--- config.mk ---
export PLATFORM = sky130hd
export DESIGN_NAME = seismic_second_difference_packer_top_flat
export DESIGN_NICKNAME = d
export VERILOG_FILES = /design/src/ssd_pkg.sv /design/src/ssd_if.sv /design/src/ssd_ctrl.sv /design/src/ssd_datapath.sv /design/src/seismic_second_difference_packer_top.sv /design/src/flat_wrapper.sv
export SDC_FILE = /design/constraint.sdc
export NUM_CORES = 1
export LEC_CHECK = 0
export BUFFER_PORTS_ARGS = -buffer_cell sky130_fd_sc_hd__buf_2
export CAP_MARGIN = 40
export CORE_MARGIN = 2
export CORE_UTILIZATION = 25
export CTS_BUF_LIST = sky130_fd_sc_hd__clkbuf_4 sky130_fd_sc_hd__clkbuf_8
export DETAILED_ROUTE_END_ITERATION = 8
export PLACE_DENSITY_LB_ADDON = 0.1
export RECOVER_POWER = 25
export SLEW_MARGIN = 15
export SYNTH_ARGS = -nofsm -noshare
export SYNTH_HDL_FRONTEND = slang
export SYNTH_HIERARCHICAL = 1
export SYNTH_SLANG_ARGS = --single-unit
export TNS_END_PERCENT = 20
--- constraint.sdc ---
create_clock -name clk -period 26.3 [get_ports clk]
set_clock_uncertainty 0.2 [all_clocks]
set_input_delay 5.26 -clock clk [delete_from_list [all_inputs] [get_ports clk]]
set_output_delay 5.26 -clock clk [all_outputs]
set_load 0.01 [all_outputs]
--- src/ssd_pkg.sv ---
// ----------------------------------------------------------------------------
// ssd_pkg
// Shared types, constants and helpers for the second-difference packer.
// ----------------------------------------------------------------------------
package ssd_pkg;

  localparam int unsigned BlockLen  = 20;
  localparam int unsigned GroupLen  = 4;
  localparam int unsigned NumGroups = BlockLen / GroupLen;
  localparam int unsigned BufBits   = 96;
  localparam int unsigned WordBits  = 64;

  typedef logic [1:0] section_t;
  localparam section_t SEC_FIRST = 2'd0;
  localparam section_t SEC_INDEX = 2'd1;
  localparam section_t SEC_DATA  = 2'd2;
  localparam section_t SEC_ERROR = 2'd3;

  // Controller to datapath commands
  typedef struct packed {
    logic capture;  // latch the input beat
    logic calc;     // take differences, update frame state
    logic index;    // emit index word, open packing
    logic append;   // pack next value into the bit buffer
    logic chunk;    // emit up to 8 bytes from the bit buffer
    logic last;     // chunk is the final result of the run
  } ssd_cmd_t;

  // Datapath to controller status
  typedef struct packed {
    logic out_free;    // output register can take a result
    logic block_full;  // this sample completes a block
    logic fill_ge64;   // buffer holds a whole word
    logic fill_eq64;   // buffer holds exactly one word
    logic all_in;      // all block values packed
  } ssd_status_t;

  // Group width from the OR of ones'-complement magnitudes
  function automatic logic [5:0] group_width(input logic [31:0] acc);
    logic [5:0] w;
    if      ((acc & 32'h7800_0000) != 32'd0) w = 6'd32;
    else if ((acc & 32'h0780_0000) != 32'd0) w = 6'd28;
    else if ((acc & 32'h0078_0000) != 32'd0) w = 6'd24;
    else if ((acc & 32'h0006_0000) != 32'd0) w = 6'd20;
    else if ((acc & 32'h0001_8000) != 32'd0) w = 6'd18;
    else if ((acc & 32'h0000_6000) != 32'd0) w = 6'd16;
    else if ((acc & 32'h0000_1800) != 32'd0) w = 6'd14;
    else if ((acc & 32'h0000_0600) != 32'd0) w = 6'd12;
    else if ((acc & 32'h0000_0180) != 32'd0) w = 6'd10;
    else if ((acc & 32'h0000_0060) != 32'd0) w = 6'd8;
    else if ((acc & 32'h0000_0018) != 32'd0) w = 6'd6;
    else                                     w = 6'd4;
    return w;
  endfunction

endpackage

--- src/ssd_if.sv ---
// ----------------------------------------------------------------------------
// ssd_if
// Valid/ready channels carrying input samples and packed results.
// ----------------------------------------------------------------------------
interface ssd_in_if;
  logic        valid;
  logic        ready;
  logic        kind;
  logic [31:0] sample;
  modport source (output valid, kind, sample, input ready);
  modport sink   (input valid, kind, sample, output ready);
endinterface

interface ssd_out_if;
  logic              valid;
  logic              ready;
  ssd_pkg::section_t section;
  logic [63:0]       payload;
  logic [3:0]        byte_count;
  logic              end_of_frame;
  logic              last_of_run;
  modport source (output valid, section, payload, byte_count, end_of_frame, last_of_run,
                  input ready);
  modport sink   (input valid, section, payload, byte_count, end_of_frame, last_of_run,
                  output ready);
endinterface

--- src/ssd_ctrl.sv ---
// ----------------------------------------------------------------------------
// ssd_ctrl
// Sequencer: accept, difference, then index and packing for a full block.
// ----------------------------------------------------------------------------
module ssd_ctrl (
  input  logic                 clk,
  input  logic                 rst,
  input  logic                 in_valid,
  output logic                 in_ready,
  input  ssd_pkg::ssd_status_t status,
  output ssd_pkg::ssd_cmd_t    cmd
);

  typedef enum logic [3:0] {
    S_IDLE  = 4'b0001,
    S_CALC  = 4'b0010,
    S_INDEX = 4'b0100,
    S_PACK  = 4'b1000
  } state_t;

  state_t state, state_next;

  always_ff @(posedge clk) begin
    if (rst) begin
      state <= S_IDLE;
    end else begin
      state <= state_next;
    end
  end

  always_comb begin
    state_next = state;
    cmd        = '0;
    in_ready   = 1'b0;
    unique case (state)
      S_IDLE: begin
        in_ready = 1'b1;
        if (in_valid) begin
          cmd.capture = 1'b1;
          state_next  = S_CALC;
        end
      end
      S_CALC: begin
        if (status.out_free) begin
          cmd.calc   = 1'b1;
          state_next = status.block_full ? S_INDEX : S_IDLE;
        end
      end
      S_INDEX: begin
        if (status.out_free) begin
          cmd.index  = 1'b1;
          state_next = S_PACK;
        end
      end
      S_PACK: begin
        priority if (status.fill_ge64) begin
          if (status.out_free) begin
            cmd.chunk = 1'b1;
            cmd.last  = status.all_in && status.fill_eq64;
            if (cmd.last) state_next = S_IDLE;
          end
        end else if (!status.all_in) begin
          cmd.append = 1'b1;
        end else if (status.out_free) begin
          cmd.chunk  = 1'b1;
          cmd.last   = 1'b1;
          state_next = S_IDLE;
        end else begin
          // hold until the output register frees
          state_next = state;
        end
      end
      default: state_next = S_IDLE;
    endcase
  end

endmodule

--- src/ssd_datapath.sv ---
// ----------------------------------------------------------------------------
// ssd_datapath
// Difference registers, block shift line, group widths, bit packer, output.
// ----------------------------------------------------------------------------
module ssd_datapath (
  input  logic                 clk,
  input  logic                 rst,
  input  logic                 in_kind,
  input  logic [31:0]          in_sample,
  input  ssd_pkg::ssd_cmd_t    cmd,
  output ssd_pkg::ssd_status_t status,
  output logic                 out_valid,
  input  logic                 out_ready,
  output ssd_pkg::section_t    out_section,
  output logic [63:0]          out_payload,
  output logic [3:0]           out_byte_count,
  output logic                 out_eof,
  output logic                 out_last
);

  logic        kind;
  logic [31:0] sample;
  logic [31:0] prev;
  logic [31:0] pfd;
  logic        started;
  logic        have;
  logic [4:0]  pos;
  logic [31:0] acc;
  logic        wide;
  logic [5:0]  widths [ssd_pkg::NumGroups];
  logic [31:0] diffs  [ssd_pkg::BlockLen];
  logic [4:0]  cnt;
  logic [6:0]  fill;
  logic [ssd_pkg::BufBits-1:0] bits;

  logic [31:0] d1, d2, mag, acc_n;
  logic [5:0]  gw;
  logic [5:0]  rw [ssd_pkg::NumGroups];
  logic [15:0] idx;
  logic [31:0] val_l;
  logic [ssd_pkg::BufBits-1:0] placed;
  logic        out_free;
  logic        out_load;

  assign d1    = sample - prev;
  assign d2    = have ? d1 - pfd : d1;
  assign mag   = d2[31] ? ~d2 : d2;
  assign acc_n = ((pos[1:0] == 2'd0) ? 32'd0 : acc) | mag;
  assign gw    = ssd_pkg::group_width(acc_n);

  always_comb begin
    for (int g = 0; g < ssd_pkg::NumGroups; g++) begin
      rw[g] = wide ? widths[g] + {4'b0000, widths[g][1], 1'b0} : widths[g];
    end
    if (wide) begin
      idx = 16'h8000 | ({10'd0, rw[0] - 6'd4} << 10) | ({10'd0, rw[1] - 6'd4} << 7)
          | ({10'd0, rw[2] - 6'd4} << 4) | ({10'd0, rw[3] - 6'd4} << 1)
          | ({10'd0, rw[4] - 6'd4} >> 2);
    end else begin
      idx = ({10'd0, rw[0] - 6'd4} << 11) | ({10'd0, rw[1] - 6'd4} << 8)
          | ({10'd0, rw[2] - 6'd4} << 5) | ({10'd0, rw[3] - 6'd4} << 2)
          | ({10'd0, rw[4] - 6'd4} >> 1);
    end
  end

  // Left-align the value so bit w-1 lands at the top, then drop it behind the fill
  assign val_l  = diffs[0] << (6'd32 - rw[0]);
  assign placed = {val_l, {ssd_pkg::WordBits{1'b0}}} >> fill;

  assign out_free          = !out_valid || out_ready;
  assign out_load          = cmd.index || cmd.chunk ||
                             (cmd.calc && (!started || (kind && (pos != 5'd19))));
  assign status.out_free   = out_free;
  assign status.block_full = started && (pos == 5'd19);
  assign status.fill_ge64  = fill >= 7'd64;
  assign status.fill_eq64  = fill == 7'd64;
  assign status.all_in     = cnt == 5'(ssd_pkg::BlockLen);

  always_ff @(posedge clk) begin
    if (cmd.capture) begin
      kind   <= in_kind;
      sample <= in_sample;
    end
    if (cmd.calc && started) begin
      diffs[ssd_pkg::BlockLen-1] <= d2;
      for (int i = 0; i < ssd_pkg::BlockLen - 1; i++) diffs[i] <= diffs[i+1];
      acc <= acc_n;
      if (pos[1:0] == 2'd3) begin
        widths[ssd_pkg::NumGroups-1] <= gw;
        for (int g = 0; g < ssd_pkg::NumGroups - 1; g++) widths[g] <= widths[g+1];
        wide <= ((pos < 5'd4) ? 1'b0 : wide) | (gw > 6'd18);
      end
    end
    if (cmd.index) begin
      bits <= '0;
    end else if (cmd.append) begin
      bits <= bits | placed;
      for (int i = 0; i < ssd_pkg::BlockLen - 1; i++) diffs[i] <= diffs[i+1];
      if (cnt[1:0] == 2'd3) begin
        widths[ssd_pkg::NumGroups-1] <= widths[0];
        for (int g = 0; g < ssd_pkg::NumGroups - 1; g++) widths[g] <= widths[g+1];
      end
    end else if (cmd.chunk) begin
      bits <= bits << ssd_pkg::WordBits;
    end
  end

  // Control state and output register
  always_ff @(posedge clk) begin
    if (rst) begin
      prev      <= '0;
      pfd       <= '0;
      started   <= 1'b0;
      have      <= 1'b0;
      pos       <= '0;
      cnt       <= '0;
      fill      <= '0;
      out_valid <= 1'b0;
    end else begin
      if (out_load) begin
        out_valid <= 1'b1;
      end else if (out_ready) begin
        out_valid <= 1'b0;
      end
      if (cmd.calc) begin
        if (!started) begin
          out_last     <= 1'b1;
          out_eof      <= kind;
          if (kind) begin
            out_section    <= ssd_pkg::SEC_ERROR;
            out_payload    <= '0;
            out_byte_count <= 4'd0;
          end else begin
            out_section    <= ssd_pkg::SEC_FIRST;
            out_payload    <= {sample, 32'd0};
            out_byte_count <= 4'd4;
            prev           <= sample;
            started        <= 1'b1;
          end
        end else if (kind) begin
          prev    <= '0;
          pfd     <= '0;
          started <= 1'b0;
          have    <= 1'b0;
          pos     <= '0;
          if (pos != 5'd19) begin
            out_section    <= ssd_pkg::SEC_ERROR;
            out_payload    <= '0;
            out_byte_count <= 4'd0;
            out_eof        <= 1'b1;
            out_last       <= 1'b1;
          end
        end else begin
          pfd  <= d1;
          have <= 1'b1;
          prev <= sample;
          pos  <= (pos == 5'd19) ? 5'd0 : pos + 5'd1;
        end
      end
      if (cmd.index) begin
        cnt            <= '0;
        fill           <= '0;
        out_section    <= ssd_pkg::SEC_INDEX;
        out_payload    <= {idx, 48'd0};
        out_byte_count <= 4'd2;
        out_eof        <= 1'b0;
        out_last       <= 1'b0;
      end
      if (cmd.append) begin
        cnt  <= cnt + 5'd1;
        fill <= fill + {1'b0, rw[0]};
      end
      if (cmd.chunk) begin
        out_section    <= ssd_pkg::SEC_DATA;
        out_payload    <= bits[ssd_pkg::BufBits-1 -: ssd_pkg::WordBits];
        out_byte_count <= (fill >= 7'd64) ? 4'd8 : fill[6:3];
        out_eof        <= cmd.last && kind;
        out_last       <= cmd.last;
        fill           <= (fill >= 7'd64) ? fill - 7'd64 : 7'd0;
      end
    end
  end

endmodule

--- src/seismic_second_difference_packer_top.sv ---
// ----------------------------------------------------------------------------
// seismic_second_difference_packer_top
// Second-difference packer for framed 32-bit seismic samples.
// ----------------------------------------------------------------------------
//  channel | dir | beat contents
//  --------+-----+----------------------------------------------------------
//  in_ch   | in  | kind (0 sample, 1 closing value), sample
//  out_ch  | out | section, payload, byte_count, end_of_frame, last_of_run
//
//  Each input beat is accepted in idle; its differences are then formed in the
//  difference registers once the output is free. A beat that completes a block
//  of 20 then emits the index word and packs the values one per cycle through
//  the bit buffer, interleaved with a chunk of up to 8 bytes whenever the buffer
//  holds a whole word and the output is free; a last chunk ends the block.
//  Reset (rst, synchronous) clears the frame state; the block shift line holds
//  no reset. A stalled output holds the difference step and every result step.
module seismic_second_difference_packer_top (
  input logic clk,
  input logic rst,
  ssd_in_if.sink    in_ch,
  ssd_out_if.source out_ch
);

  ssd_pkg::ssd_cmd_t    cmd;
  ssd_pkg::ssd_status_t status;

  // Sequencer: hold in idle for a beat, advance through the block emission
  ssd_ctrl u_ctrl (
    .clk      (clk),
    .rst      (rst),
    .in_valid (in_ch.valid),
    .in_ready (in_ch.ready),
    .status   (status),
    .cmd      (cmd)
  );

  // Datapath owns the output register so a result waits there while work goes on
  ssd_datapath u_datapath (
    .clk            (clk),
    .rst            (rst),
    .in_kind        (in_ch.kind),
    .in_sample      (in_ch.sample),
    .cmd            (cmd),
    .status         (status),
    .out_valid      (out_ch.valid),
    .out_ready      (out_ch.ready),
    .out_section    (out_ch.section),
    .out_payload    (out_ch.payload),
    .out_byte_count (out_ch.byte_count),
    .out_eof        (out_ch.end_of_frame),
    .out_last       (out_ch.last_of_run)
  );

endmodule
--- src/flat_wrapper.sv ---
// flat-port wrapper written by rule: the top's interface ports become plain ports
module seismic_second_difference_packer_top_flat 
  (clk, rst, in_ch_valid, in_ch_kind, in_ch_sample, in_ch_ready, out_ch_valid, out_ch_section, out_ch_payload, out_ch_byte_count, out_ch_end_of_frame, out_ch_last_of_run, out_ch_ready);
  ssd_in_if in_ch_i ();
  ssd_out_if out_ch_i ();
  input logic clk;
  input logic rst;
  input wire logic [$bits(in_ch_i.valid)-1:0] in_ch_valid;
  input wire logic [$bits(in_ch_i.kind)-1:0] in_ch_kind;
  input wire logic [$bits(in_ch_i.sample)-1:0] in_ch_sample;
  output wire logic [$bits(in_ch_i.ready)-1:0] in_ch_ready;
  output wire logic [$bits(out_ch_i.valid)-1:0] out_ch_valid;
  output wire logic [$bits(out_ch_i.section)-1:0] out_ch_section;
  output wire logic [$bits(out_ch_i.payload)-1:0] out_ch_payload;
  output wire logic [$bits(out_ch_i.byte_count)-1:0] out_ch_byte_count;
  output wire logic [$bits(out_ch_i.end_of_frame)-1:0] out_ch_end_of_frame;
  output wire logic [$bits(out_ch_i.last_of_run)-1:0] out_ch_last_of_run;
  input wire logic [$bits(out_ch_i.ready)-1:0] out_ch_ready;
  assign in_ch_i.valid = in_ch_valid;
  assign in_ch_i.kind = in_ch_kind;
  assign in_ch_i.sample = in_ch_sample;
  assign in_ch_ready = in_ch_i.ready;
  assign out_ch_valid = out_ch_i.valid;
  assign out_ch_section = out_ch_i.section;
  assign out_ch_payload = out_ch_i.payload;
  assign out_ch_byte_count = out_ch_i.byte_count;
  assign out_ch_end_of_frame = out_ch_i.end_of_frame;
  assign out_ch_last_of_run = out_ch_i.last_of_run;
  assign out_ch_i.ready = out_ch_ready;
  seismic_second_difference_packer_top u_core (.clk(clk), .rst(rst), .in_ch(in_ch_i), .out_ch(out_ch_i));
endmodule
[Word level (Yosys, flattened, before mapping)]
Memory sizes are Yosys's and may differ from the RTL's.
Index checks and enable logic that the tools add are counted.
Storage, ports and cells
  register bits after elaboration: 322
  memory bits (writable): 670
  bits of input ports: 37
  output and inout bits: 74
  logic and storage cells: 262
  memories: 2
Operators by class
  $add $sub $neg: 17
  magnitude comparators: 3
  equal/unequal tests: 20
  shift operators: 2
  mux-type cells: 128
  bitwise gates (word level): 37
  reductions and logical operators: 34
Memory list
  u_core.u_datapath.diffs: words 20, width 32, read ports 20, clocked after Yosys merged registers in 0, wr ports 20, RTL line ssd_datapath.sv:31  | logic [31:0] diffs [ssd_pkg::BlockLen];
  u_core.u_datapath.widths: words 5, width 6, read ports 5, clocked after Yosys merged registers in 0, wr ports 5, RTL line ssd_datapath.sv:30  | logic [5:0] widths [ssd_pkg::NumGroups];
Operator list (count)
  $mux 32: 26
  $mux 64: 7
  $reduce_bool 32->1: 11
  $mux 96: 2
  $mux 6: 16
  $or 96x96->96: 1
  $shr 96x7->96: 1
  $mux 4: 19
  $sub 32x32->32: 2
  $mux 1: 34
  $not 32->32: 1
  $or 32x32->32: 1
  $shl 32x6->32: 1
  $add 6x2->6: 5
  $mux 7: 4
  $or 1x1->1: 25
  $sub 6x3->6 const B: 4
  $mux 2: 11
  $mux 5: 4
  $mux 16: 1
  $or 16x10->16: 1
  $or 16x11->16: 1
  $or 16x13->16: 1
  $or 16x14->16: 1
  38 further kinds: 61

[Logic depth before layout (Yosys ltp)]
  depth in word-level cells: 20
  depth in mapped cells: 27
  depth with buffers taken out: 25

[Cells and area by module]
Netlist, hierarchy kept.
Modules (own cells, without submodules)
  ssd_datapath: times used 1, cells an instance 3246, area each 42339.4 um^2, seq. area each 27746.6 um^2
  ssd_ctrl: times used 1, cells an instance 42, area each 316.6 um^2, seq. area each 80.1 um^2

[Worst setup path after synthesis]
OpenSTA, ideal clock, no wires.
  path kind: input-to-reg
  start: input out_ch_ready
  end: memory u_core.u_datapath.diffs[0][0], enable pin
  library setup time: 4.321 ns
  arrival time: 16.245 ns
  data required time: 21.779 ns
  setup slack: 5.533 ns
  stages: 8
  path buffers: 3
  cells stage by stage: nand2b_1 > buf_4 > nand2b_1 > nor2_1 > nand2_1 > clkbuf_1 > clkbuf_1 > nand2_1
RTL lines
  from (decl): RTL line flat_wrapper.sv:18  | input wire logic [$bits(out_ch_i.ready)-1:0] out_ch_ready;
  to (decl): RTL line ssd_datapath.sv:31

==> results.md <==
- Power Dens Cells: between 60 and 70 nW/um^2
- Met3 Wirelength: 5160 um
- Depth of the worst hold-timing path: 0
- Synth unique cells: 94
- Largest family of logic cells by synthesized area: compound AO/OA/AOI/OAI gates
- Main flop type after synthesis: edfxtp_1
- Simple-gate portion of the synthesized area: under 10%
- Library cell occupying the most area in the post-synthesis netlist: edfxtp_1
- Maximum resistive drop on vdd: around 45 uV
- DRC violations left: 0
- #FFs+latches synth: 988
- Port-buffer cells: between 100 and 150
- Skew-Pair Late Insertion Delay: between 0.8 and 0.9 ns
- Routed via count divided by cell count: approximately 4.6
- Final Critical Period: slightly below 9 ns
- Complex-gate fraction of the synthesized area: between 10% and 20%
- Worst r2r dst: u_core/u_datapath/widths[0][26]$_DFFE_PP_
- Wire length of the first global-routing pass: about 170000 um
- Main area contributors after synthesis: edfxtp_1 (57%), dfxtp_1 (8.6%), mux2i_1 (3.0%)
- Fillers: approximately 17000
- Max Used Layer: met4
- Cells resized by post-CTS repair: 0
- CP max FO: 63
- Setup repair after global routing missed its margin: no
- Max Cap Viol: 0
- Kind of start point of the critical path: input pin
- Share of synthesized cell area in full adder, half adder and majority cells: between 2 and 3%
- End of the worst hold path: u_core/u_datapath/diffs[2][97]$_DFFE_PP_
- Vias in the first global route: approximately 26000
- Delay of the slowest cell on the worst path: ~0.6 ns
- Final period util: between 30% and 40%
- CTS H-Tree Depth: 4
- Final RePlAce weighted congestion: approximately 0.83
- Post-detailed-route wirelength per cell: ~20 um
- Number of warnings reported in the yosys synthesis log: 6
- Max Buffers Root-to-Sink: 3
- Setup Total Neg Slack: 0 ns
- Cell count after synthesis: between 3000 and 4000
- Vias after detailed routing: approximately 27000
- Combined area of the multi-input logic cells: ~14000 um^2
- Worst rel slew slack: between 30% and 40%
- Initial core utilization: between 20% and 30%
- Data arrival, critical path: 8.96 ns
- Number of nets with antenna violations after routing: 0
- Initial DRT Pass Iterations: 5
- Critical R2R Launch: u_core/u_datapath/sample[0]$_DFFE_PP_
- Slowest library cell on the worst path: inv_1
- Largest net degree at the start of global routing: around 200
- Count of final hold-check violations: 0
- Worst-Margin Slew: 1.04 ns
- Status: completed
- Sequential Area: 27800 um^2
- Placed wire-length estimate: approximately 80000 um
- Most frequent cells in the layout: edfxtp_1 (804), nor2_1 (270), a21oi_1 (189)
- Die Y-Extent: roughly 420 um
- CTS Hold Buffers Added: 0
- Seq/Total Area, Yosys: roughly two thirds
- Width of the die: 417 um
- Category of the worst setup path capture point: register
- Total congestion overflow after global routing: 0
- Worst hold path type: reg2reg
- Summed instance area of the synthesized netlist: 42700 um^2
- Post-synthesis mux area share: between 6 and 7%
- Most common library cell in the layout ignoring fill and taps: edfxtp_1
- Post-CTS setup buffers: 0
- Length of routed met2 wiring: between 50000 and 60000 um
- CP cell instances: buf_2 -> nand2b_1 -> nand2b_1 -> nor3_2 -> buf_4 -> inv_1 -> nand2_1 -> nand2_4 -> buf_12 -> buf_4 -> buf_4 -> buf_16
- Synthesized area per cell: approximately 13 um^2
- GR Util All Layers: between 10% and 20%
- Core Util, Final: a little under 30%
- Number of flops mapped to enable cells by yosys: 804
- TritonCTS Sinks: ~1000
- # nets final: 3593
- Xor/xnor cell area share of the yosys netlist: approximately 2.4%
- Routed Wire Length: 117000 um
- Worst R2R Setup Slack: around 18 ns
- DIE AREA: between 150000 and 200000 um^2
- Placement row count: about 150
- Static Leakage: 16.9 nW
- Logic depth of the worst register-to-register path: 25
- Upper clock frequency limit: 116 MHz
- Number of failing setup endpoints in the final timing report: 0
- Area of the core: 169000 um^2
- Syn-to-layout area delta: 16.4%
- Share of cells above drive strength 1: between 10% and 20%
- Num CTS Buffers: about 180
- Clock slew seen by the registers of the worst setup and hold paths: 0.06 ns
- Max Transition Viols Final: 0
- Wire length the detailed router placed on met1: 54500 um
- Number of antenna violations at the first check in global routing: 2
- Count of routing violations after the opening detailed-route iteration: ~1900
- Share of the synthesized area in the top cell type: 56.6%
- CTS tree: yes
- Root Buffer Master: clkbuf_8
- Most prevalent standard cell on the critical path: buf_4
- Data required time at the worst endpoint: roughly 27 ns
- Kind of critical path: in2reg
- IO Pins: approximately 110
- Synthesized net count: 3411
- Proportion of register bits with asynchronous set or reset after synthesis: 0%
- Startpoint of the worst hold path: u_core/u_datapath/diffs[3][1]$_DFFE_PP_
==> logic make-up (layout without fill, tap and decap cells) <==
kind of cell,after synthesis,after routing
other cells,0,2
compound gates,794,794
flops,988,988
fa+ha+maj,86,86
xor+xnor,111,111
simple gates,750,750
buf+inv,325,649
mux,234,234
==> worst max-delay path, delay by kind of cell <==
kind                   cells  cell delay [ns]
and+or+nand+nor            5             1.35
buffers and inverters      7             2.22
==> flip-flops by register name, indices dropped and copies added, names as in the netlist, 4 cells and up <==
register                          cells
u_core/u_ctrl/state                   4
u_core/u_datapath/acc                28
u_core/u_datapath/bits               96
u_core/u_datapath/cnt                 5
u_core/u_datapath/diffs             640
u_core/u_datapath/fill                7
u_core/u_datapath/out_byte_count      4
u_core/u_datapath/out_payload        64
u_core/u_datapath/pfd                32
u_core/u_datapath/pos                 5
u_core/u_datapath/prev               32
u_core/u_datapath/sample             32
u_core/u_datapath/widths             30
==> worst max path at each step <==
stage | startpoint | endpoint | cells after the start
final | out_ch_ready | u_core/u_datapath/diffs[4][10]$_DFFE_PP_ | 12
after global routing | out_ch_ready | u_core/u_datapath/diffs[3][106]$_DFFE_PP_ | 12
after CTS | out_ch_ready | u_core/u_datapath/diffs[4][5]$_DFFE_PP_ | 12
after global placement | out_ch_ready | u_core/u_datapath/diffs[3][107]$_DFFE_PP_ | 10
after floorplan | out_ch_ready | u_core/u_datapath/diffs[0][0]$_DFFE_PP_ | 8
after detailed placement | out_ch_ready | u_core/u_datapath/diffs[4][42]$_DFFE_PP_ | 12
==> stage by stage <==
step           setup WS [ns]  instance area, um^2  hold WS, ns  cells  power (mW)
2_1_floorplan           5.53                42700        0.200   3288        1.93
3_3_place_gp           15.87                45700        0.200   5491        2.02
3_5_place_dp           16.70                46000        0.205   5508        2.02
4_1_cts                17.70                49600        0.149   5830        3.54
5_1_grt                17.34                49600        0.175   5831        3.63
6_report               17.65                49600        0.182   5832        3.46
==> cell usage after synthesis (all sizes together) (32+ instances only) <==
cell type and n:
a21o 32, a21oi 192, a22oi 88, and2 49, buf 43, clkbuf 130, dfxtp 184, edfxtp 804
ha 83, inv 151, mux2 89, mux2i 130, nand2 178, nand3 35, nor2 275, nor3 73
o21ai 178, o22ai 32, xnor2 76, xor2 35
==> report_power, final <==
part	leakage (nW)	internal (mW)	switching [mW]	total (mW)
Combinational	6.30	0.103	0.172	0.275
Clock	1.90	0.802	0.680	1.48
Sequential	8.74	1.69	0.0137	1.71
==> layout make-up <==
cell class                      count  area share (%)
Inverter                          152            1.15
Tap cell                         2218            5.59
Sequential cell                   988            56.1
Antenna cell                        2          0.0101
Multi-Input combinational cell   1975            27.5
Timing Repair Buffer              175            2.41
Clock inverter                     86            1.47
Clock buffer                      236            5.85
==> layer usage <==
| layer | GRT usage (%) | vias up |
|---|---|---|
| li1 | - | 12834 |
| met1 | 18.1 | 13160 |
| met2 | 20.7 | 605 |
| met3 | 2.67 | 202 |
| met4 | 4.51 | 0 |
| met5 | 0 | - |
No activity file was read; power rests on OpenSTA's default activity.
